File: src/design/gpe_pkg.sv
// Shared constants, types and a helper function of the GGA position extractor.
package gpe_pkg;

	// Minute fraction digits kept; digits past this are truncated.
	localparam int FRACTION_DIGITS = 5;

	localparam int BYTE_W  = 8;
	localparam int LAT_W   = 32;
	localparam int LON_W   = 35;
	localparam int POS_W   = 4;
	localparam int FIELD_W = 3;
	localparam int DEG_W   = 10;
	localparam int WHOLE_W = 7;
	localparam int FRAC_W  = $clog2(10 ** FRACTION_DIGITS);
	localparam int CNT_W   = $clog2(FRACTION_DIGITS + 1);

	localparam logic [POS_W-1:0]   POS_MAX   = '1;
	localparam logic [FIELD_W-1:0] FIELD_MAX = '1;
	localparam logic [WHOLE_W-1:0] WHOLE_MAX = WHOLE_W'(99);

	// Field numbers counted by comma position after the tag.
	localparam logic [FIELD_W-1:0] FLD_LAT = FIELD_W'(2);
	localparam logic [FIELD_W-1:0] FLD_NS  = FIELD_W'(3);
	localparam logic [FIELD_W-1:0] FLD_LON = FIELD_W'(4);
	localparam logic [FIELD_W-1:0] FLD_EW  = FIELD_W'(5);

	localparam logic [POS_W-1:0] LAT_DEG_LEN = POS_W'(2);
	localparam logic [POS_W-1:0] LON_DEG_LEN = POS_W'(3);

	// Characters.
	localparam logic [BYTE_W-1:0] CH_P     = 8'h50;
	localparam logic [BYTE_W-1:0] CH_G     = 8'h47;
	localparam logic [BYTE_W-1:0] CH_A     = 8'h41;
	localparam logic [BYTE_W-1:0] CH_S     = 8'h53;
	localparam logic [BYTE_W-1:0] CH_W     = 8'h57;
	localparam logic [BYTE_W-1:0] CH_STAR  = 8'h2A;
	localparam logic [BYTE_W-1:0] CH_COMMA = 8'h2C;
	localparam logic [BYTE_W-1:0] CH_DOT   = 8'h2E;
	localparam logic [BYTE_W-1:0] CH_0     = 8'h30;
	localparam logic [BYTE_W-1:0] CH_9     = 8'h39;

	// Fixed-point arithmetic: units of 1e-7 degree.
	localparam int SCALE_W = 24;
	localparam logic [SCALE_W-1:0] DEG_SCALE = SCALE_W'(10_000_000);
	// Minutes times 1e7 stays below 1e9.
	localparam int NUM_W   = 30;
	localparam int FRACP_W = SCALE_W;
	// Divide by 60 as a shift by two, then multiply by the reciprocal of 15.
	localparam int M_W         = NUM_W - 2;
	localparam int RECIP_W     = 29;
	localparam int RECIP_SHIFT = 32;
	localparam logic [RECIP_W-1:0] RECIP_15 = RECIP_W'(286331154);
	localparam int Q_W = M_W + RECIP_W - RECIP_SHIFT;

	localparam logic signed [LAT_W-1:0] LAT_LIMIT = LAT_W'(1156666665);
	localparam logic signed [LON_W-1:0] LON_LIMIT = LON_W'(64'd10156666665);

	typedef enum logic [2:0] {
		PH_HUNT_P,
		PH_HUNT_G1,
		PH_HUNT_G2,
		PH_HUNT_A,
		PH_COLLECT
	} gpe_phase_t;

	// Raw captured coordinate, before conversion.
	typedef struct packed {
		logic [DEG_W-1:0]   deg;
		logic [WHOLE_W-1:0] whole;
		logic [FRAC_W-1:0]  frac;
		logic [CNT_W-1:0]   cnt;
	} gpe_raw_t;

	// Sentence record handed from the parser at the end mark.
	typedef struct packed {
		gpe_raw_t lat;
		gpe_raw_t lon;
		logic     south;
		logic     west;
	} gpe_rec_t;

	// Load enables of the conversion stages.
	typedef struct packed {
		logic s2;
		logic s3;
		logic s4;
		logic s5;
	} gpe_stage_en_t;

	// 10^(7-cnt): scales the fraction digits to units of 1e-7 minute.
	function automatic logic [FRACP_W-1:0] frac_scale(input logic [CNT_W-1:0] cnt);
		logic [FRACP_W-1:0] v;
		case (int'(cnt))
			0:       v = FRACP_W'(10_000_000);
			1:       v = FRACP_W'(1_000_000);
			2:       v = FRACP_W'(100_000);
			3:       v = FRACP_W'(10_000);
			4:       v = FRACP_W'(1_000);
			5:       v = FRACP_W'(100);
			6:       v = FRACP_W'(10);
			default: v = FRACP_W'(1);
		endcase
		return v;
	endfunction

endpackage

File: src/design/gpe_if.sv
// Valid/ready channel interfaces: received bytes in, positions out.
interface gpe_byte_if;
	logic                           valid;
	logic                           ready;
	logic [gpe_pkg::BYTE_W-1:0]     rx_byte;

	modport source (output valid, output rx_byte, input ready);
	modport sink   (input valid, input rx_byte, output ready);
endinterface

interface gpe_pos_if;
	logic                               valid;
	logic                               ready;
	logic signed [gpe_pkg::LAT_W-1:0]   latitude;
	logic signed [gpe_pkg::LON_W-1:0]   longitude;

	modport source (output valid, output latitude, output longitude, input ready);
	modport sink   (input valid, input latitude, input longitude, output ready);
endinterface

File: src/design/gpe_parser.sv
// Sentence parser: tag hunt, comma field split and digit accumulation per byte.
module gpe_parser (
	input  logic                       clk,
	input  logic                       arst_n,
	input  logic                       accept,
	input  logic [gpe_pkg::BYTE_W-1:0] rx_byte,
	output logic                       fire,
	output gpe_pkg::gpe_rec_t          rec
);
	import gpe_pkg::*;

	gpe_phase_t           phase_q, phase_d;
	logic [FIELD_W-1:0]   field_q, field_d;
	logic [POS_W-1:0]     pos_q, pos_d;
	gpe_raw_t             acc_q, acc_d;
	logic                 point_q, point_d;
	logic                 ended_q, ended_d;
	gpe_raw_t             lat_q, lat_d;
	gpe_raw_t             lon_q, lon_d;
	logic                 south_q, south_d;
	logic                 west_q, west_d;

	gpe_phase_t           phase_nxt;
	logic [BYTE_W-1:0]    tag_char;
	logic                 digit;
	logic [3:0]           dval;
	logic [POS_W-1:0]     deg_len;
	logic [WHOLE_W+3:0]   whole_ext;
	gpe_raw_t             lat_closed;
	gpe_raw_t             lon_closed;

	always_comb begin
		case (phase_q)
			PH_HUNT_P: begin
				tag_char  = CH_P;
				phase_nxt = PH_HUNT_G1;
			end
			PH_HUNT_G1: begin
				tag_char  = CH_G;
				phase_nxt = PH_HUNT_G2;
			end
			PH_HUNT_G2: begin
				tag_char  = CH_G;
				phase_nxt = PH_HUNT_A;
			end
			PH_HUNT_A: begin
				tag_char  = CH_A;
				phase_nxt = PH_COLLECT;
			end
			default: begin
				tag_char  = CH_STAR;
				phase_nxt = PH_HUNT_P;
			end
		endcase
	end

	assign digit      = rx_byte inside {[CH_0:CH_9]};
	assign dval       = rx_byte[3:0];
	assign deg_len    = (field_q == FLD_LAT) ? LAT_DEG_LEN : LON_DEG_LEN;
	assign whole_ext  = (WHOLE_W+4)'(acc_q.whole) * (WHOLE_W+4)'(10) + (WHOLE_W+4)'(dval);
	assign lat_closed = (field_q == FLD_LAT) ? acc_q : lat_q;
	assign lon_closed = (field_q == FLD_LON) ? acc_q : lon_q;

	assign rec.lat   = lat_closed;
	assign rec.lon   = lon_closed;
	assign rec.south = south_q;
	assign rec.west  = west_q;

	always_comb begin
		phase_d = phase_q;
		field_d = field_q;
		pos_d   = pos_q;
		acc_d   = acc_q;
		point_d = point_q;
		ended_d = ended_q;
		lat_d   = lat_q;
		lon_d   = lon_q;
		south_d = south_q;
		west_d  = west_q;
		fire    = 1'b0;
		if (accept) begin
			if (phase_q != PH_COLLECT) begin
				if (rx_byte == tag_char) begin
					phase_d = phase_nxt;
					if (phase_nxt == PH_COLLECT) begin
						field_d = '0;
						pos_d   = '0;
						acc_d   = '0;
						point_d = 1'b0;
						ended_d = 1'b0;
						lat_d   = '0;
						lon_d   = '0;
						south_d = 1'b0;
						west_d  = 1'b0;
					end
				end else begin
					phase_d = PH_HUNT_P;
				end
			end else if (rx_byte == CH_STAR || rx_byte == CH_COMMA) begin
				// Close the current field and clear the accumulators.
				lat_d   = lat_closed;
				lon_d   = lon_closed;
				pos_d   = '0;
				acc_d   = '0;
				point_d = 1'b0;
				ended_d = 1'b0;
				if (rx_byte == CH_STAR) begin
					fire    = 1'b1;
					phase_d = PH_HUNT_P;
				end else if (field_q != FIELD_MAX) begin
					field_d = field_q + FIELD_W'(1);
				end
			end else begin
				if (field_q == FLD_LAT || field_q == FLD_LON) begin
					// Minutes restart the number right after the degree positions.
					if (pos_q == deg_len)
						ended_d = 1'b0;
					if (!ended_d) begin
						if (pos_q < deg_len) begin
							if (digit)
								acc_d.deg = DEG_W'(acc_q.deg * DEG_W'(10) + DEG_W'(dval));
							else
								ended_d = 1'b1;
						end else if (digit) begin
							if (!point_q) begin
								acc_d.whole = (whole_ext > (WHOLE_W+4)'(WHOLE_MAX)) ?
									WHOLE_MAX : whole_ext[WHOLE_W-1:0];
							end else if (acc_q.cnt < CNT_W'(FRACTION_DIGITS)) begin
								acc_d.frac = FRAC_W'(acc_q.frac * FRAC_W'(10) + FRAC_W'(dval));
								acc_d.cnt  = acc_q.cnt + CNT_W'(1);
							end
						end else if (rx_byte == CH_DOT && !point_q) begin
							point_d = 1'b1;
						end else begin
							ended_d = 1'b1;
						end
					end
				end else if (field_q == FLD_NS && pos_q == '0) begin
					south_d = (rx_byte == CH_S);
				end else if (field_q == FLD_EW && pos_q == '0) begin
					west_d = (rx_byte == CH_W);
				end
				if (pos_q != POS_MAX)
					pos_d = pos_q + POS_W'(1);
			end
		end
	end

	always_ff @(posedge clk or negedge arst_n) begin
		if (!arst_n) begin
			phase_q <= PH_HUNT_P;
			field_q <= '0;
			pos_q   <= '0;
			acc_q   <= '0;
			point_q <= 1'b0;
			ended_q <= 1'b0;
			lat_q   <= '0;
			lon_q   <= '0;
			south_q <= 1'b0;
			west_q  <= 1'b0;
		end else begin
			phase_q <= phase_d;
			field_q <= field_d;
			pos_q   <= pos_d;
			acc_q   <= acc_d;
			point_q <= point_d;
			ended_q <= ended_d;
			lat_q   <= lat_d;
			lon_q   <= lon_d;
			south_q <= south_d;
			west_q  <= west_d;
		end
	end

	a_frac_needs_point: assert property (@(posedge clk) disable iff (!arst_n)
		acc_q.cnt != '0 |-> point_q)
		else $error("fraction digits held without a decimal point");

	a_cnt_bound: assert property (@(posedge clk) disable iff (!arst_n)
		acc_q.cnt <= CNT_W'(FRACTION_DIGITS) && acc_q.whole <= WHOLE_MAX)
		else $error("minute accumulator beyond its bound");

	a_phase_legal: assert property (@(posedge clk) disable iff (!arst_n)
		phase_q <= PH_COLLECT)
		else $error("parse phase outside the tag hunt and collection");

endmodule

File: src/design/gpe_coord_conv.sv
// Coordinate conversion pipeline: raw degrees and minutes to signed 1e-7 degree.
module gpe_coord_conv #(
	parameter int OUT_W = gpe_pkg::LAT_W
) (
	input  logic                     clk,
	input  gpe_pkg::gpe_raw_t        raw,
	input  logic                     neg,
	input  gpe_pkg::gpe_stage_en_t   en,
	output logic signed [OUT_W-1:0]  result
);
	import gpe_pkg::*;

	localparam int MAG_W = OUT_W - 1;

	logic [DEG_W+SCALE_W-1:0]   degp_full;
	logic [WHOLE_W+SCALE_W-1:0] wholep_full;
	logic [FRAC_W+FRACP_W-1:0]  fracp_full;
	logic [NUM_W-1:0]           num_sum;
	logic [M_W+RECIP_W-1:0]     q_full;

	logic [MAG_W-1:0]           degp_s2;
	logic [NUM_W-1:0]           wholep_s2;
	logic [FRACP_W-1:0]         fracp_s2;
	logic                       neg_s2;
	logic [M_W-1:0]             m_s3;
	logic signed [OUT_W-1:0]    degs_s3;
	logic                       neg_s3;
	logic [Q_W-1:0]             q_s4;
	logic signed [OUT_W-1:0]    degs_s4;
	logic                       neg_s4;
	logic signed [OUT_W-1:0]    q_ext;

	assign degp_full   = (DEG_W+SCALE_W)'(raw.deg) * (DEG_W+SCALE_W)'(DEG_SCALE);
	assign wholep_full = (WHOLE_W+SCALE_W)'(raw.whole) * (WHOLE_W+SCALE_W)'(DEG_SCALE);
	assign fracp_full  = (FRAC_W+FRACP_W)'(raw.frac) * (FRAC_W+FRACP_W)'(frac_scale(raw.cnt));
	assign num_sum     = wholep_s2 + NUM_W'(fracp_s2);
	assign q_full      = (M_W+RECIP_W)'(m_s3) * (M_W+RECIP_W)'(RECIP_15);
	assign q_ext       = $signed({{(OUT_W-Q_W){1'b0}}, q_s4});

	always_ff @(posedge clk) begin
		// Products of degrees, whole minutes and scaled fraction.
		if (en.s2) begin
			degp_s2   <= degp_full[MAG_W-1:0];
			wholep_s2 <= wholep_full[NUM_W-1:0];
			fracp_s2  <= fracp_full[FRACP_W-1:0];
			neg_s2    <= neg;
		end
		// Minutes in 1e-7 units, quartered; degree part signed.
		if (en.s3) begin
			m_s3    <= num_sum[NUM_W-1:2];
			degs_s3 <= neg_s2 ? -$signed({1'b0, degp_s2}) : $signed({1'b0, degp_s2});
			neg_s3  <= neg_s2;
		end
		// Divide by 15 through the reciprocal.
		if (en.s4) begin
			q_s4    <= q_full[RECIP_SHIFT +: Q_W];
			degs_s4 <= degs_s3;
			neg_s4  <= neg_s3;
		end
		if (en.s5)
			result <= neg_s4 ? degs_s4 - q_ext : degs_s4 + q_ext;
	end

endmodule

File: src/design/gga_position_extractor.sv
// GGA position extractor top level: byte parser feeding two conversion lanes.
// Throughput: one received byte accepted per cycle, every cycle, stalls aside.
// After '*' is accepted, its record passes the record register and stages s2 to s5 to the result beat.
// Stalls on the result side hold the four-stage conversion pipeline; bubbles
// collapse, so bytes keep flowing while a finished result waits to be taken.
// Reset (arst_n, asynchronous, active low) returns the parser to the tag hunt.
module gga_position_extractor (
	input  logic              clk,
	input  logic              arst_n,
	gpe_byte_if.sink          rx,
	gpe_pos_if.source         pos
);
	import gpe_pkg::*;

	logic            accept;
	logic            fire;
	gpe_rec_t        rec;
	gpe_rec_t        rec_s1;
	gpe_stage_en_t   en;

	// Stage occupancy of the record register and the conversion stages.
	logic            v_s1_q;
	logic            v_s2_q;
	logic            v_s3_q;
	logic            v_s4_q;
	logic            v_s5_q;

	// Load permission per stage: a stage takes new contents when empty or
	// when its own contents move on in the same cycle.
	logic            ld1;
	logic            ld2;
	logic            ld3;
	logic            ld4;
	logic            ld5;

	assign ld5 = !v_s5_q || pos.ready;
	assign ld4 = !v_s4_q || ld5;
	assign ld3 = !v_s3_q || ld4;
	assign ld2 = !v_s2_q || ld3;
	assign ld1 = !v_s1_q || ld2;

	// Take a byte whenever the record register could absorb an end mark.
	assign rx.ready = ld1;
	assign accept   = rx.valid && ld1;

	// Advance data registers only when real contents move in.
	assign en.s2 = ld2 && v_s1_q;
	assign en.s3 = ld3 && v_s2_q;
	assign en.s4 = ld4 && v_s3_q;
	assign en.s5 = ld5 && v_s4_q;

	gpe_parser u_parser (
		.clk     (clk),
		.arst_n  (arst_n),
		.accept  (accept),
		.rx_byte (rx.rx_byte),
		.fire    (fire),
		.rec     (rec)
	);

	// Record register: hold the sentence captured at the end mark.
	always_ff @(posedge clk) begin
		if (ld1 && fire)
			rec_s1 <= rec;
	end

	always_ff @(posedge clk or negedge arst_n) begin
		if (!arst_n) begin
			v_s1_q <= 1'b0;
			v_s2_q <= 1'b0;
			v_s3_q <= 1'b0;
			v_s4_q <= 1'b0;
			v_s5_q <= 1'b0;
		end else begin
			if (ld1)
				v_s1_q <= fire;
			if (ld2)
				v_s2_q <= v_s1_q;
			if (ld3)
				v_s3_q <= v_s2_q;
			if (ld4)
				v_s4_q <= v_s3_q;
			if (ld5)
				v_s5_q <= v_s4_q;
		end
	end

	// Latitude lane: two degree digits, south negates.
	gpe_coord_conv #(
		.OUT_W (LAT_W)
	) u_lat_conv (
		.clk    (clk),
		.raw    (rec_s1.lat),
		.neg    (rec_s1.south),
		.en     (en),
		.result (pos.latitude)
	);

	// Longitude lane: three degree digits, west negates.
	gpe_coord_conv #(
		.OUT_W (LON_W)
	) u_lon_conv (
		.clk    (clk),
		.raw    (rec_s1.lon),
		.neg    (rec_s1.west),
		.en     (en),
		.result (pos.longitude)
	);

	assign pos.valid = v_s5_q;

	a_record_from_end_mark: assert property (@(posedge clk) disable iff (!arst_n)
		$rose(v_s1_q) |-> $past(rx.valid && rx.ready && rx.rx_byte == CH_STAR))
		else $error("sentence record loaded without an end mark beat");

	a_lat_range: assert property (@(posedge clk) disable iff (!arst_n)
		pos.valid |-> (pos.latitude <= LAT_LIMIT && pos.latitude >= -LAT_LIMIT))
		else $error("latitude out of range");

	a_lon_range: assert property (@(posedge clk) disable iff (!arst_n)
		pos.valid |-> (pos.longitude <= LON_LIMIT && pos.longitude >= -LON_LIMIT))
		else $error("longitude out of range");

endmodule

File: src/flat_wrapper.sv
// flat-port wrapper written by rule: the top's interface ports become plain ports
module gga_position_extractor_flat import gpe_pkg::*;
  (clk, arst_n, rx_valid, rx_rx_byte, rx_ready, pos_valid, pos_latitude, pos_longitude, pos_ready);
  gpe_byte_if rx_i ();
  gpe_pos_if pos_i ();
  input  logic clk;
  input  logic arst_n;
  input wire logic [$bits(rx_i.valid)-1:0] rx_valid;
  input wire logic [$bits(rx_i.rx_byte)-1:0] rx_rx_byte;
  output wire logic [$bits(rx_i.ready)-1:0] rx_ready;
  output wire logic [$bits(pos_i.valid)-1:0] pos_valid;
  output wire logic [$bits(pos_i.latitude)-1:0] pos_latitude;
  output wire logic [$bits(pos_i.longitude)-1:0] pos_longitude;
  input wire logic [$bits(pos_i.ready)-1:0] pos_ready;
  assign rx_i.valid = rx_valid;
  assign rx_i.rx_byte = rx_rx_byte;
  assign rx_ready = rx_i.ready;
  assign pos_valid = pos_i.valid;
  assign pos_latitude = pos_i.latitude;
  assign pos_longitude = pos_i.longitude;
  assign pos_i.ready = pos_ready;
  gga_position_extractor u_core (.clk(clk), .arst_n(arst_n), .rx(rx_i), .pos(pos_i));
endmodule
File: config.mk
export PLATFORM = sky130hd
export DESIGN_NAME = gga_position_extractor_flat
export DESIGN_NICKNAME = d
export VERILOG_FILES = /design/src/design/gpe_pkg.sv /design/src/design/gpe_if.sv /design/src/design/gpe_parser.sv /design/src/design/gpe_coord_conv.sv /design/src/design/gga_position_extractor.sv /design/src/flat_wrapper.sv
export SDC_FILE = /design/constraint.sdc
export NUM_CORES = 2
export LEC_CHECK = 0
export BUFFER_PORTS_ARGS = -buffer_cell sky130_fd_sc_hd__buf_2
export CORE_MARGIN = 1
export CORE_UTILIZATION = 40
export DETAILED_ROUTE_END_ITERATION = 7
export PLACE_DENSITY = 0.55
export REMOVE_ABC_BUFFERS = 1
export SYNTH_ARGS = -nofsm -noshare
export SYNTH_HDL_FRONTEND = slang
export SYNTH_SLANG_ARGS = --single-unit
File: constraint.sdc
create_clock -name clk -period 20.6 [get_ports clk]
set_clock_uncertainty 0.1 [all_clocks]
set_input_delay 4.12 -clock clk [delete_from_list [all_inputs] [get_ports clk]]
set_output_delay 4.12 -clock clk [all_outputs]
set_load 0.01 [all_outputs]
==> reports/metrics.cfg <==
[routing]
drt_wl_total_mm=150
drt-initial-drc-count=2394
wl_per_cell_um=16.4
via_count=45100
drc=0
drtPass1Iterations=5
viasPerCell=4.95
antenna_left=0

[die]
die-area_um2=171000
dieWidth_um=414
core_um2=168000
rows=150
floorplan.initialDensity_pct=40.4
dieHeight_um=414
ioPinCount=81

[cells_and_area]
area_growth_pct=8.12
multi_input_area_um2=43600
layout-drive-gt1-share_pct=4.77
fin_nets=8558
final_common_cell=inv_1
fill_cells=16100
seqCellArea_um2=18300
layout_common_cells=inv_1 (1,411), ha_1 (1,008), nand2_1 (723), fa_1 (702), edfxtp_1 (502)

[synthesis]
synth_edf_count=502
netlist_instances=6788
yosysSeqAreaShare_pct=27.1
synth.largest_area_cell=edfxtp_1
synth_area_per_cell_um2=9.98
yosysWarnings=0
synthFlopType=edfxtp_1
ys_top_cells_by_area=edfxtp_1 (22%), fa_1 (21%), ha_1 (19%)
ys_ff_latch=632
synth_cell_type_count=95
async_flop_share_pct=20.6
synthesis.area_um2=67700
yosysTopAreaCellShare_pct=22.3

[global_routing]
grt_antenna_before_repair=1
met2_usage_pct=29.2
grt_pass1_wl_mm=243
grt_overflow_total=0
grt_use_met3_pct=2.21
grt_usage_pct=17.9
grt_max_degree=134
grtUsageMet1_pct=25.2
grt_pass1_vias=46400
top_usage_layer=met2

[worst_hold_path]
hold_start=u_core.u_lat_conv.degs_s3[23]$_DFFE_PP_
hold-path-cell-count=0
hold_class=reg -> reg
holdPathEnd=u_core.u_lat_conv.degs_s4[23]$_DFFE_PP_

[clock_network]
clkTransAtPathRegs_ps=60
ctsResizeCount=0
clkLatencyLatePin_ps=690
htreeDepth=3
clockBufferDepth=3
numCtsBuffers=74
cts_tree=yes
cts_root_buffer=clkbuf_16
hold_buffers=0
post_cts_buffers=0
cts.sinks=632

[power]
p_leak_nw=35.1
power_switching_mw=0.610
p_per_area_nw_per_um2=38.5
p_clk_share_pct=48.9
internal_power_mw=2.21
irDropWorstVdd_uv=64.4
share_seq_of_total_power_pct=48.9
power.share.combinational_pct=2.2
swShare_pct=21.6

[run_status]
status=finished, final reports clean

[critical_path]
worstPathRequired_ps=16380
cp.arrival_ps=5190
crit_top_cell=buf_2
path_class=in -> out
worstRegToRegCells=22
path_cells=buf_2, nor2b_1, nand4_1, inv_1, nand2_1, buf_2
crit_path_start_kind=input port
ff2ff_setup_slack_ps=12980
crit_fanout=5
slowest_stage=nor2b_1
regToRegEndpoint=u_core.u_lon_conv.fracp_s2[23]$_DFFE_PP_
r2r_start=u_core.rec_s1[2]$_DFFE_PP_
slowest_delay_ps=330
end_kind=output pin

[timing]
fin_crit_sh_pct=45.7
max_freq_mhz=106
fin_hold_ws_ps=310
finalHoldViolCount=0
final.setup.tns_ps=0
finalSetupViolations=0
max_slew_margin_pct=21.1
rsz0062_at_grt=no
layout_min_cycle_time_ps=9410
tightestPinTransition_ps=1180
drv_slew=0

[placement]
gp_congestion=0.867
place_hpwl_mm=121
portBuffers=80

[job]
max_cap_viol_count=0

==> layer usage <==
metal | vias to the layer above | wire length [um]
li1 | 22200 | -
met1 | 22100 | 72800
met2 | 677 | 68600
met3 | 156 | 5190
met4 | 0 | 3000
met5 | - | 0
==> per-stage QoR <==
stage / util, % / power [mW] / instances / instance area [um2] / worst slack [ps]
final: 43.7 / 2.82 / 9101 / 73200 / 11190
after global routing: 43.7 / 2.92 / 9100 / 73200 / 11000
after CTS: 43.7 / 2.87 / 9100 / 73200 / 11160
after detailed placement: 42.2 / 1.47 / 8964 / 70700 / 11180
after global placement: 42.2 / 1.47 / 8964 / 70700 / 11130
after floorplan: - / 1.45 / 6641 / 67200 / 11620
==> how the worst max path moves through the flow <==
| stage | start | to | slack [ps] | cells past startpoint |
|---|---|---|---|---|
| detailed placement | pos_ready | rx_ready | 11180 | 6 |
| CTS | pos_ready | rx_ready | 11160 | 6 |
| global placement | pos_ready | rx_ready | 11130 | 6 |
| finish | pos_ready | rx_ready | 11190 | 6 |
| global route | pos_ready | rx_ready | 11000 | 6 |
| floorplan | rx_rx_byte[3] | u_core.u_parser.lat_q[0]$_DFFE_PN0P_ | 11620 | 6 |
==> worst max-delay path: cells and delay by family <==
family | cells | cell delay [ps]
buffers and inverters | 3 | 370
AND/OR/NAND/NOR | 3 | 680
==> state kept, by name, summed over array words and instances (netlist names), 27 cells and up <==
name	flops
u_core.u_lon_conv.result	35
u_core.rec_s1	76
u_core.u_lat_conv.result	32
u_core.u_parser.acc_q	37
u_core.u_lon_conv.degs_s3	28
u_core.u_lon_conv.degp_s2	27
u_core.u_parser.lat_q	37
u_core.u_parser.lon_q	37
u_core.u_lat_conv.m_s3	28
u_core.u_lon_conv.m_s3	28
u_core.u_lon_conv.degs_s4	28
==> logic make-up (layout without fill, tap and decap cells) <==
group / Yosys count / in the layout / share of synthesized area [%]
XOR/XNOR: 416 / 416 / 5.40
buffers and inverters: 1559 / 1666 / 8.65
other: 1 / 3 / 0.00554
flip-flops: 632 / 632 / 27.1
multiplexers: 37 / 37 / 0.604
AO/OA/AOI/OAI: 868 / 868 / 8.19
adder cells (fa/ha/maj): 1710 / 1710 / 39.4
AND/OR/NAND/NOR: 1565 / 1565 / 10.7
==> power groups by stage <==
stage | registers (mW) | clock network [mW] | logic [mW]
6_report | 1.38 | 1.38 | 0.0622
2_1_floorplan | 1.40 | 0 | 0.0427
5_1_grt | 1.38 | 1.47 | 0.0707
3_5_place_dp | 1.40 | 0 | 0.0631
3_3_place_gp | 1.40 | 0 | 0.0613
4_1_cts | 1.38 | 1.43 | 0.0634
==> synthesized netlist by cell type, types with 30 or more instances <==
| master | number |
|---|---|
| and2_1 | 187 |
| nor3_1 | 79 |
| xnor2_1 | 309 |
| a21o_1 | 80 |
| clkbuf_1 | 135 |
| ha_1 | 1008 |
| fa_1 | 702 |
| inv_1 | 1411 |
| o21ai_0 | 281 |
| and3_1 | 46 |
| nand3_1 | 85 |
| nor2_1 | 238 |
| mux2_2 | 31 |
| o31ai_1 | 35 |
| nor2b_1 | 51 |
| nand2_1 | 724 |
| o21a_1 | 30 |
| edfxtp_1 | 502 |
| nand2b_1 | 38 |
| xor2_1 | 106 |
| dfrtp_1 | 130 |
| a211oi_1 | 33 |
| a21oi_1 | 215 |
==> area by class of cell <==
| type | instances | area share [%] |
|---|---|---|
| Multi-Input combinational cell | 4598 | 59.5 |
| Sequential cell | 632 | 25.0 |
| Inverter | 1411 | 7.23 |
| Tap cell | 2204 | 3.76 |
| Clock buffer | 89 | 2.65 |
| Timing Repair Buffer | 119 | 0.955 |
| Clock inverter | 47 | 0.844 |
| Antenna cell | 1 | 0.00342 |
No activity file was read; power rests on OpenSTA's default activity.
